==> src/keyed_record_table_assert.svh <==
// assertion macros for the keyed record table
// expects clk_i and rst_ni in the including scope
`ifndef KEYED_RECORD_TABLE_ASSERT_SVH
`define KEYED_RECORD_TABLE_ASSERT_SVH

// property checked at every clock edge outside reset
`define KRT_ASSERT(name, prop, msg) \
  name: assert property (@(posedge clk_i) disable iff (!rst_ni) prop) \
    else $error(msg);

// consequent checked in the cycle after the antecedent
`define KRT_ASSERT_NEXT(name, ante, cons, msg) \
  name: assert property (@(posedge clk_i) disable iff (!rst_ni) (ante) |=> (cons)) \
    else $error(msg);

`endif

==> src/krt_pkg.sv <==
// shared types and constants for the keyed record table
// no dependencies
`timescale 1ns / 1ps

package krt_pkg;

  localparam int DEPTH  = 64;
  localparam int IDX_W  = (DEPTH > 1) ? $clog2(DEPTH) : 1;
  localparam int CNT_W  = $clog2(DEPTH + 1);
  localparam int KEY_W  = 32;
  localparam int WORD_W = 64;
  localparam int ACT_W  = 3;
  localparam int STAT_W = 4;
  localparam int DATA_W = KEY_W + 2 * WORD_W;

  typedef enum logic [ACT_W-1:0] {
    ACT_CREATE = 3'd0,
    ACT_READ   = 3'd1,
    ACT_UPDATE = 3'd2,
    ACT_DELETE = 3'd3,
    ACT_LIST   = 3'd4
  } action_e;

  typedef enum logic [STAT_W-1:0] {
    ST_CREATED   = 4'd0,
    ST_FULL      = 4'd1,
    ST_DUPLICATE = 4'd2,
    ST_FOUND     = 4'd3,
    ST_NOTFOUND  = 4'd4,
    ST_UPDATED   = 4'd5,
    ST_DELETED   = 4'd6,
    ST_LISTED    = 4'd7,
    ST_EMPTY     = 4'd8
  } status_e;

  typedef struct packed {
    logic signed [KEY_W-1:0] key;
    logic [WORD_W-1:0]       name;
    logic [WORD_W-1:0]       email;
  } entry_t;

  // controller to datapath
  typedef struct packed {
    logic    req_load;
    logic    find_load;
    logic    append;
    logic    upd_wr;
    logic    shift;
    logic    dec_count;
    logic    ptr_clr;
    logic    ptr_set;
    logic    ptr_inc;
    logic    rd_en;
    logic    rd_idx;
    logic    wr_move;
    logic    out_load;
    logic    out_src_mem;
    status_e out_status;
    logic    out_last;
  } cmd_t;

  // datapath to controller
  typedef struct packed {
    logic [ACT_W-1:0] action;
    logic             hit;
    logic             full;
    logic             empty;
    logic             ptr_lt_cnt;
    logic             ptr_last;
    logic             out_free;
    logic [CNT_W-1:0] count;
  } sts_t;

endpackage

==> src/krt_ctrl.sv <==
// controller state machine for the keyed record table
// depends on krt_pkg
`timescale 1ns / 1ps

module krt_ctrl import krt_pkg::*; (
  input  logic clk_i,
  input  logic rst_ni,
  input  logic in_valid_i,
  output logic in_ready_o,
  input  sts_t sts_i,
  output cmd_t cmd_o
);

  localparam logic [3:0] S_IDLE = 4'd0;
  localparam logic [3:0] S_FIND = 4'd1;
  localparam logic [3:0] S_EXEC = 4'd2;
  localparam logic [3:0] S_RESP = 4'd3;
  localparam logic [3:0] S_DRD  = 4'd4;
  localparam logic [3:0] S_DWR  = 4'd5;
  localparam logic [3:0] S_DONE = 4'd6;
  localparam logic [3:0] S_LRD  = 4'd7;
  localparam logic [3:0] S_LOUT = 4'd8;

  logic [3:0] state_q, state_d;

  always_ff @(posedge clk_i or negedge rst_ni) begin
    if (!rst_ni) begin
      state_q <= S_IDLE;
    end else begin
      state_q <= state_d;
    end
  end

  assign in_ready_o = (state_q == S_IDLE);

  always_comb begin
    state_d = state_q;
    cmd_o   = '0;
    cmd_o.out_status = ST_CREATED;
    case (state_q)
      S_IDLE: begin
        if (in_valid_i) begin
          cmd_o.req_load = 1'b1;
          state_d = S_FIND;
        end
      end
      S_FIND: begin
        cmd_o.find_load = 1'b1;
        state_d = S_EXEC;
      end
      S_EXEC: begin
        case (sts_i.action)
          ACT_CREATE: begin
            if (sts_i.out_free) begin
              cmd_o.out_load = 1'b1;
              cmd_o.out_last = 1'b1;
              if (sts_i.full) begin
                cmd_o.out_status = ST_FULL;
              end else if (sts_i.hit) begin
                cmd_o.out_status = ST_DUPLICATE;
              end else begin
                cmd_o.append     = 1'b1;
                cmd_o.out_status = ST_CREATED;
              end
              state_d = S_IDLE;
            end
          end
          ACT_READ: begin
            if (sts_i.hit) begin
              cmd_o.rd_en  = 1'b1;
              cmd_o.rd_idx = 1'b1;
              state_d = S_RESP;
            end else if (sts_i.out_free) begin
              cmd_o.out_load   = 1'b1;
              cmd_o.out_last   = 1'b1;
              cmd_o.out_status = ST_NOTFOUND;
              state_d = S_IDLE;
            end
          end
          ACT_UPDATE: begin
            if (sts_i.out_free) begin
              cmd_o.out_load = 1'b1;
              cmd_o.out_last = 1'b1;
              if (sts_i.hit) begin
                cmd_o.upd_wr     = 1'b1;
                cmd_o.out_status = ST_UPDATED;
              end else begin
                cmd_o.out_status = ST_NOTFOUND;
              end
              state_d = S_IDLE;
            end
          end
          ACT_DELETE: begin
            if (sts_i.hit) begin
              cmd_o.shift   = 1'b1;
              cmd_o.ptr_set = 1'b1;
              state_d = S_DRD;
            end else if (sts_i.out_free) begin
              cmd_o.out_load   = 1'b1;
              cmd_o.out_last   = 1'b1;
              cmd_o.out_status = ST_NOTFOUND;
              state_d = S_IDLE;
            end
          end
          ACT_LIST: begin
            if (!sts_i.empty) begin
              cmd_o.ptr_clr = 1'b1;
              state_d = S_LRD;
            end else if (sts_i.out_free) begin
              cmd_o.out_load   = 1'b1;
              cmd_o.out_last   = 1'b1;
              cmd_o.out_status = ST_EMPTY;
              state_d = S_IDLE;
            end
          end
          default: begin
            state_d = S_IDLE;
          end
        endcase
      end
      S_RESP: begin
        cmd_o.rd_idx = 1'b1;
        if (sts_i.out_free) begin
          cmd_o.out_load    = 1'b1;
          cmd_o.out_src_mem = 1'b1;
          cmd_o.out_last    = 1'b1;
          cmd_o.out_status  = ST_FOUND;
          state_d = S_IDLE;
        end
      end
      S_DRD: begin
        if (sts_i.ptr_lt_cnt) begin
          cmd_o.rd_en = 1'b1;
          state_d = S_DWR;
        end else begin
          state_d = S_DONE;
        end
      end
      S_DWR: begin
        cmd_o.wr_move = 1'b1;
        cmd_o.ptr_inc = 1'b1;
        state_d = S_DRD;
      end
      S_DONE: begin
        if (sts_i.out_free) begin
          cmd_o.dec_count  = 1'b1;
          cmd_o.out_load   = 1'b1;
          cmd_o.out_last   = 1'b1;
          cmd_o.out_status = ST_DELETED;
          state_d = S_IDLE;
        end
      end
      S_LRD: begin
        cmd_o.rd_en = 1'b1;
        state_d = S_LOUT;
      end
      S_LOUT: begin
        if (sts_i.out_free) begin
          cmd_o.out_load    = 1'b1;
          cmd_o.out_src_mem = 1'b1;
          cmd_o.out_last    = sts_i.ptr_last;
          cmd_o.out_status  = ST_LISTED;
          cmd_o.ptr_inc     = 1'b1;
          state_d = sts_i.ptr_last ? S_IDLE : S_LRD;
        end
      end
      default: begin
        state_d = S_IDLE;
      end
    endcase
  end

endmodule

==> config.mk <==
export PLATFORM = sky130hd
export DESIGN_NAME = krt_ctrl
export DESIGN_NICKNAME = d
export VERILOG_FILES = /design/src/keyed_record_table_assert.svh /design/src/krt_pkg.sv /design/src/krt_ctrl.sv
export SDC_FILE = /design/constraint.sdc
export NUM_CORES = 1
export LEC_CHECK = 0
export BUFFER_PORTS_ARGS = -buffer_cell sky130_fd_sc_hd__clkbuf_2
export CORE_UTILIZATION = 29
export CTS_BUF_LIST = sky130_fd_sc_hd__clkbuf_2
export CTS_CLUSTER_DIAMETER = 40
export CTS_CLUSTER_SIZE = 30
export DETAILED_ROUTE_END_ITERATION = 16
export PLACE_DENSITY = 0.55
export SETUP_SLACK_MARGIN = 0.2
export SLEW_MARGIN = 40
export SYNTH_ARGS = -nofsm -noshare
export SYNTH_HDL_FRONTEND = slang
export SYNTH_SLANG_ARGS = --single-unit
export TNS_END_PERCENT = 30
==> constraint.sdc <==
create_clock -name clk_i -period 1.83 [get_ports clk_i]
set_clock_uncertainty 0.2 [all_clocks]
set_input_delay 0.2745 -clock clk_i [delete_from_list [all_inputs] [get_ports clk_i]]
set_output_delay 0.2745 -clock clk_i [all_outputs]
set_load 0.05 [all_outputs]
## Yosys cells after proc, flatten, opt, wreduce, memory -nomap -nowiden

Index checks and enable logic that the tools add are counted.

| word-level totals | value |
|---|---|
| bits of input ports | 19 |
| output and inout bits | 20 |
| flip-flop bits (word level) | 4 |
| word-level logic and storage cells | 74 |

| cells by class | value |
|---|---|
| reductions and logical operators | 6 |
| muxes and demuxes | 53 |
| equal/unequal tests | 14 |

Operators with widths:

| operator | count |
|---|---|
| $mux W4 | 10 |
| $pmux W5 S4 | 2 |
| $pmux W4 S8 | 1 |
| $mux W1 | 20 |
| $mux W5 | 4 |
| $eq A4 B3 Y1 const B | 4 |
| $pmux W4 S4 | 1 |
| $mux W7 | 2 |
| $mux W2 | 5 |
| $eq A4 B2 Y1 const B | 2 |
| $eq A3 B2 Y1 const B | 2 |
| $mux W3 | 2 |
| $pmux W1 S2 | 3 |
| $pmux W1 S3 | 2 |
| $reduce_or A2 Y1 | 3 |
| $eq A4 B1 Y1 const B | 1 |
| $eq A4 B4 Y1 const B | 1 |
| $logic_not A4 Y1 | 1 |
| $ne A2 B2 Y1 const B | 2 |
| $pmux W1 S4 | 1 |
| $eq A3 B1 Y1 const B | 1 |
| $eq A3 B3 Y1 const B | 1 |
| $logic_not A3 Y1 | 1 |
| $reduce_and A2 Y1 | 1 |

## Longest topological paths before layout

| depth | value |
|---|---|
| depth in word-level cells | 5 |
| mapped depth | 6 |
| gate-level depth less buffers | 4 |

## Worst setup path before layout

Ideal clock, no wire load.

| timing path | value |
|---|---|
| kind | flip-flop to output port |
| from | register state_q[3] |
| to | output cmd_o[14] (netlist name) |
| setup slack | -1.738 ns |
| arrival | 3.093 ns |
| stages on the path, launching flop included | 5 |
| required time | 1.355 ns |
| path through | dfrtp_1 or2_4 nor3b_4 nor4b_1 buf_4 |

RTL lines:

| element | RTL line | RTL |
|---|---|---|
| from (decl) | krt_ctrl.sv:24 | `logic [3:0] state_q, state_d;` |
| from (signal assigned) | krt_ctrl.sv:30 | `state_q <= state_d;` |
| to (decl) | krt_ctrl.sv:11 | `output cmd_t cmd_o` |

==> results by group <==
Outcome
  – Outcome: complete, but fails checks
  – Failing checks: setup timing

Detailed routing
  – Final ANT Viol Nets: 0
  – Wirelength per Cell: 13.92 um
  – Via count: 1039
  – Vias/cell: 5.274
  – DR pass1 iterations: 4
  – DRT Wirelength: between 2 and 3 mm
  – Initial DRC Count: 24
  – DRC: 0

Timing
  – Final worst setup slack: -0.3338 ns
  – Setup-failing EPs final: 17
  – Rel. slew slack: 79.48%
  – Fmax: around 460 MHz
  – Hold Fails Final Rpt: 0
  – Final worst-path cycle share: 118.2%
  – RSZ-0062 raised after global routing: yes
  – Fin crit period: 2.164 ns
  – Least-Margin Pin Slew: 0.3079 ns
  – Final Max Tran Viols: 0

Yosys
  – #FFs+latches synth: 4
  – Mapped Cells: between 100 and 150
  – Post-Syn Area: between 700 and 800 sq um
  – Yosys warns: 0
  – Net Count, Synth: 123
  – Post-synthesis sequential area ratio: between 10% and 20%
  – Syn_area_per_cell: approximately 6.8 sq um
  – Post-synth cell types: 36

Worst setup path
  – R2R cell count: 6
  – CP Class: register to output pin
  – RR Startpoint: state_q[0]
  – Arrival time at the worst endpoint: between 1.5 and 2 ns
  – Reg2reg setup slack: 0.06 ns
  – CP Capture Type: output pin
  – Worst Setup Start Kind: register
  – Crit path max fanout: 3
  – Reg2reg end: state_q[1]
  – Critical path required time: approximately 1.4 ns

Floorplan
  – Die Y: 51.51 um
  – DIE AREA: 2653 sq um
  – DIE WIDTH: 51.51 um
  – Boundary Pins: 39
  – Initial core utilization: 31.52%
  – Site Rows: 17
  – Core Footprint: between 2000 and 2500 sq um

Clock network
  – Clock slew at reported path FFs: 0.04 ns
  – CTS tree: done
  – Root Buffer: clkbuf_2
  – Clock Latency Late Sink: 0.20 ns
  – Clock Sinks: 4
  – Maximum clock path buffer count: 2
  – H-tree depth: 1
  – CTS Buf Count: 3

Placement
  – Post-place instance area: around 1300 sq um
  – Gpl congestion: 0.8031
  – Cells after DPL: 189
  – Dpl ws: -0.1480 ns
  – # port buffers: 31
  – DP HPWL: 1.982 mm

Final layout
  – Top Registers: state_q (4)
  – Final Util: a little under 70%
  – Post-route cell area: approximately 1500 sq um
  – # nets final: 190
  – Max FFs per register: 4
  – Final instance count without filler cells: a little under 200
  – Commonest non-fill, non-tap cell in the layout: buf_4
  – Ratio of cells with drive above 1 in the final layout: 60.36%
  – Layout area overhead: 116.9%
  – Commonest cells after routing, fill and taps aside: 36 x buf_4, 14 x clkbuf_2, 7 x nor2_1, 7 x buf_8, 7 x buf_6
  – Most flops, register: state_q
  – Ant diodes: 0

Hold path
  – Hold Crit Class: primary input to async pin

Global routing
  – Total global-route track usage: between 20% and 30%
  – Initial antenna violation count: 0
  – Largest net degree at the start of global routing: 16
  – First-pass GRT wire length: 4.298 mm
  – GRT overflow: 0
  – Number of global-route vias before repair: 965

Power
  – Pwr/cell area: 1186 nW/um^2
  – Max VDD drop: slightly above 0.001 V
  – Leak Pwr: about 0.66 nW

Job
  – Number of max-cap violations: 0
-- power by group --
part | leakage (nW) | switching [W] | total, W | internal, W
Clock | 0.0125 | 0.0000349 | 0.0000790 | 0.0000441
Sequential | 0.0514 | 0.0000392 | 0.000161 | 0.000121
Combinational | 0.601 | 0.000848 | 0.00159 | 0.000741
Total | 0.664 | 0.000922 | 0.00183 | 0.000907
-- metrics by stage --
step                TNS, ns  hold slack [ns]   power, W
floorplan            -3.907          -0.2211  0.0009707
global placement    -0.9366          -0.1215   0.001412
detailed placement   -1.175          -0.1194   0.001427
CTS                  -3.422           0.2216   0.001664
global route         -4.383           0.2477   0.001929
finish               -3.478           0.2367   0.001829
-- logic make-up (layout without fill, tap and decap cells) --
logic type,Yosys count,count (layout),share of synthesized area [%]
compound gates,33,33,30.64
mux,1,1,1.409
flops,4,4,14.09
simple gates,53,53,45.07
buf+inv,13,78,8.803
-- cells in the mapped netlist --
master / instances / area share, %
a21oi_1: 10 / 7.0
nor2_1: 10 / 5.3
buf_2: 8 / 5.6
nand2_1: 7 / 3.7
nand2b_1: 7 / 6.2
nand3b_1: 6 / 6.3
nor3_1: 6 / 4.2
o21ai_0: 5 / 3.5
dfrtp_1: 4 / 14
inv_1: 4 / 2.1
a21o_1: 3 / 3.2
nand3_1: 3 / 2.1
a31oi_1: 2 / 1.8
and3_1: 2 / 1.8
nor2b_1: 2 / 1.8
nor4b_1: 2 / 2.5
o22a_1: 2 / 2.5
o22ai_1: 2 / 1.8
or3b_1: 2 / 2.5
a211o_1: 1 / 1.2
a21boi_0: 1 / 1.1
a221o_1: 1 / 1.4
a221oi_1: 1 / 1.2
a22oi_1: 1 / 1.1
a31o_2: 1 / 1.2
and2_1: 1 / 0.88
and4bb_2: 1 / 1.8
buf_4: 1 / 1.1
mux2i_1: 1 / 1.4
nor3_2: 1 / 1.4
nor3b_4: 1 / 2.6
o2111ai_1: 1 / 1.2
o31ai_1: 1 / 1.1
o32a_1: 1 / 1.4
or2_1: 1 / 0.88
or2_4: 1 / 1.2
-- per-layer routing --
layer | up-vias | global-route usage [%] | share of wire (%)
li1 | 513 | - | -
met5 | - | 0 | 0
met4 | 0 | 7.658 | 0.36
met2 | 44 | 38.96 | 53
met1 | 480 | 25.58 | 42
met3 | 2 | 4.094 | 5.2
-- area by class of cell --
| class | count | area, sq um |
|---|---|---|
| Inverter | 4 | 15.01 |
| Multi-Input combinational cell | 87 | 700.7 |
| Fill cell | 179 | 713.2 |
| Tap cell | 28 | 35.03 |
| Clock buffer | 3 | 15.01 |
| Sequential cell | 4 | 101.3 |
| Timing Repair Buffer | 71 | 674.4 |
-- timing repair --
item | CTS | global route
setup endpoints to repair | 23 | 23
gates cloned | 0 | 0
buffers inserted | 0 | 4
pin swaps | 5 | 7
endpoints found under the hold margin | 4 | 0
resized for setup | 39 | 26
hold buffers | 1 | 0
-- worst max-delay path by stage --
stage,startpoint,endpoint,slack (ns),cells past startpoint
floorplan,state_q[3],cmd_o[14],-0.48,4
global placement,state_q[2],cmd_o[2],-0.13,5
detailed placement,state_q[2],cmd_o[2],-0.15,5
CTS,state_q[3],cmd_o[16],-0.31,5
global route,state_q[3],cmd_o[16],-0.39,5
finish,state_q[3],cmd_o[16],-0.33,5
-- critical path, stage by stage, from the launching register on --
cell	delay, ns
dfrtp_1	0.40
or2_4	0.29
nor3_4	0.22
buf_6	0.13
nor4b_4	0.26
buf_12	0.18
(Power assumes the default switching activity.)
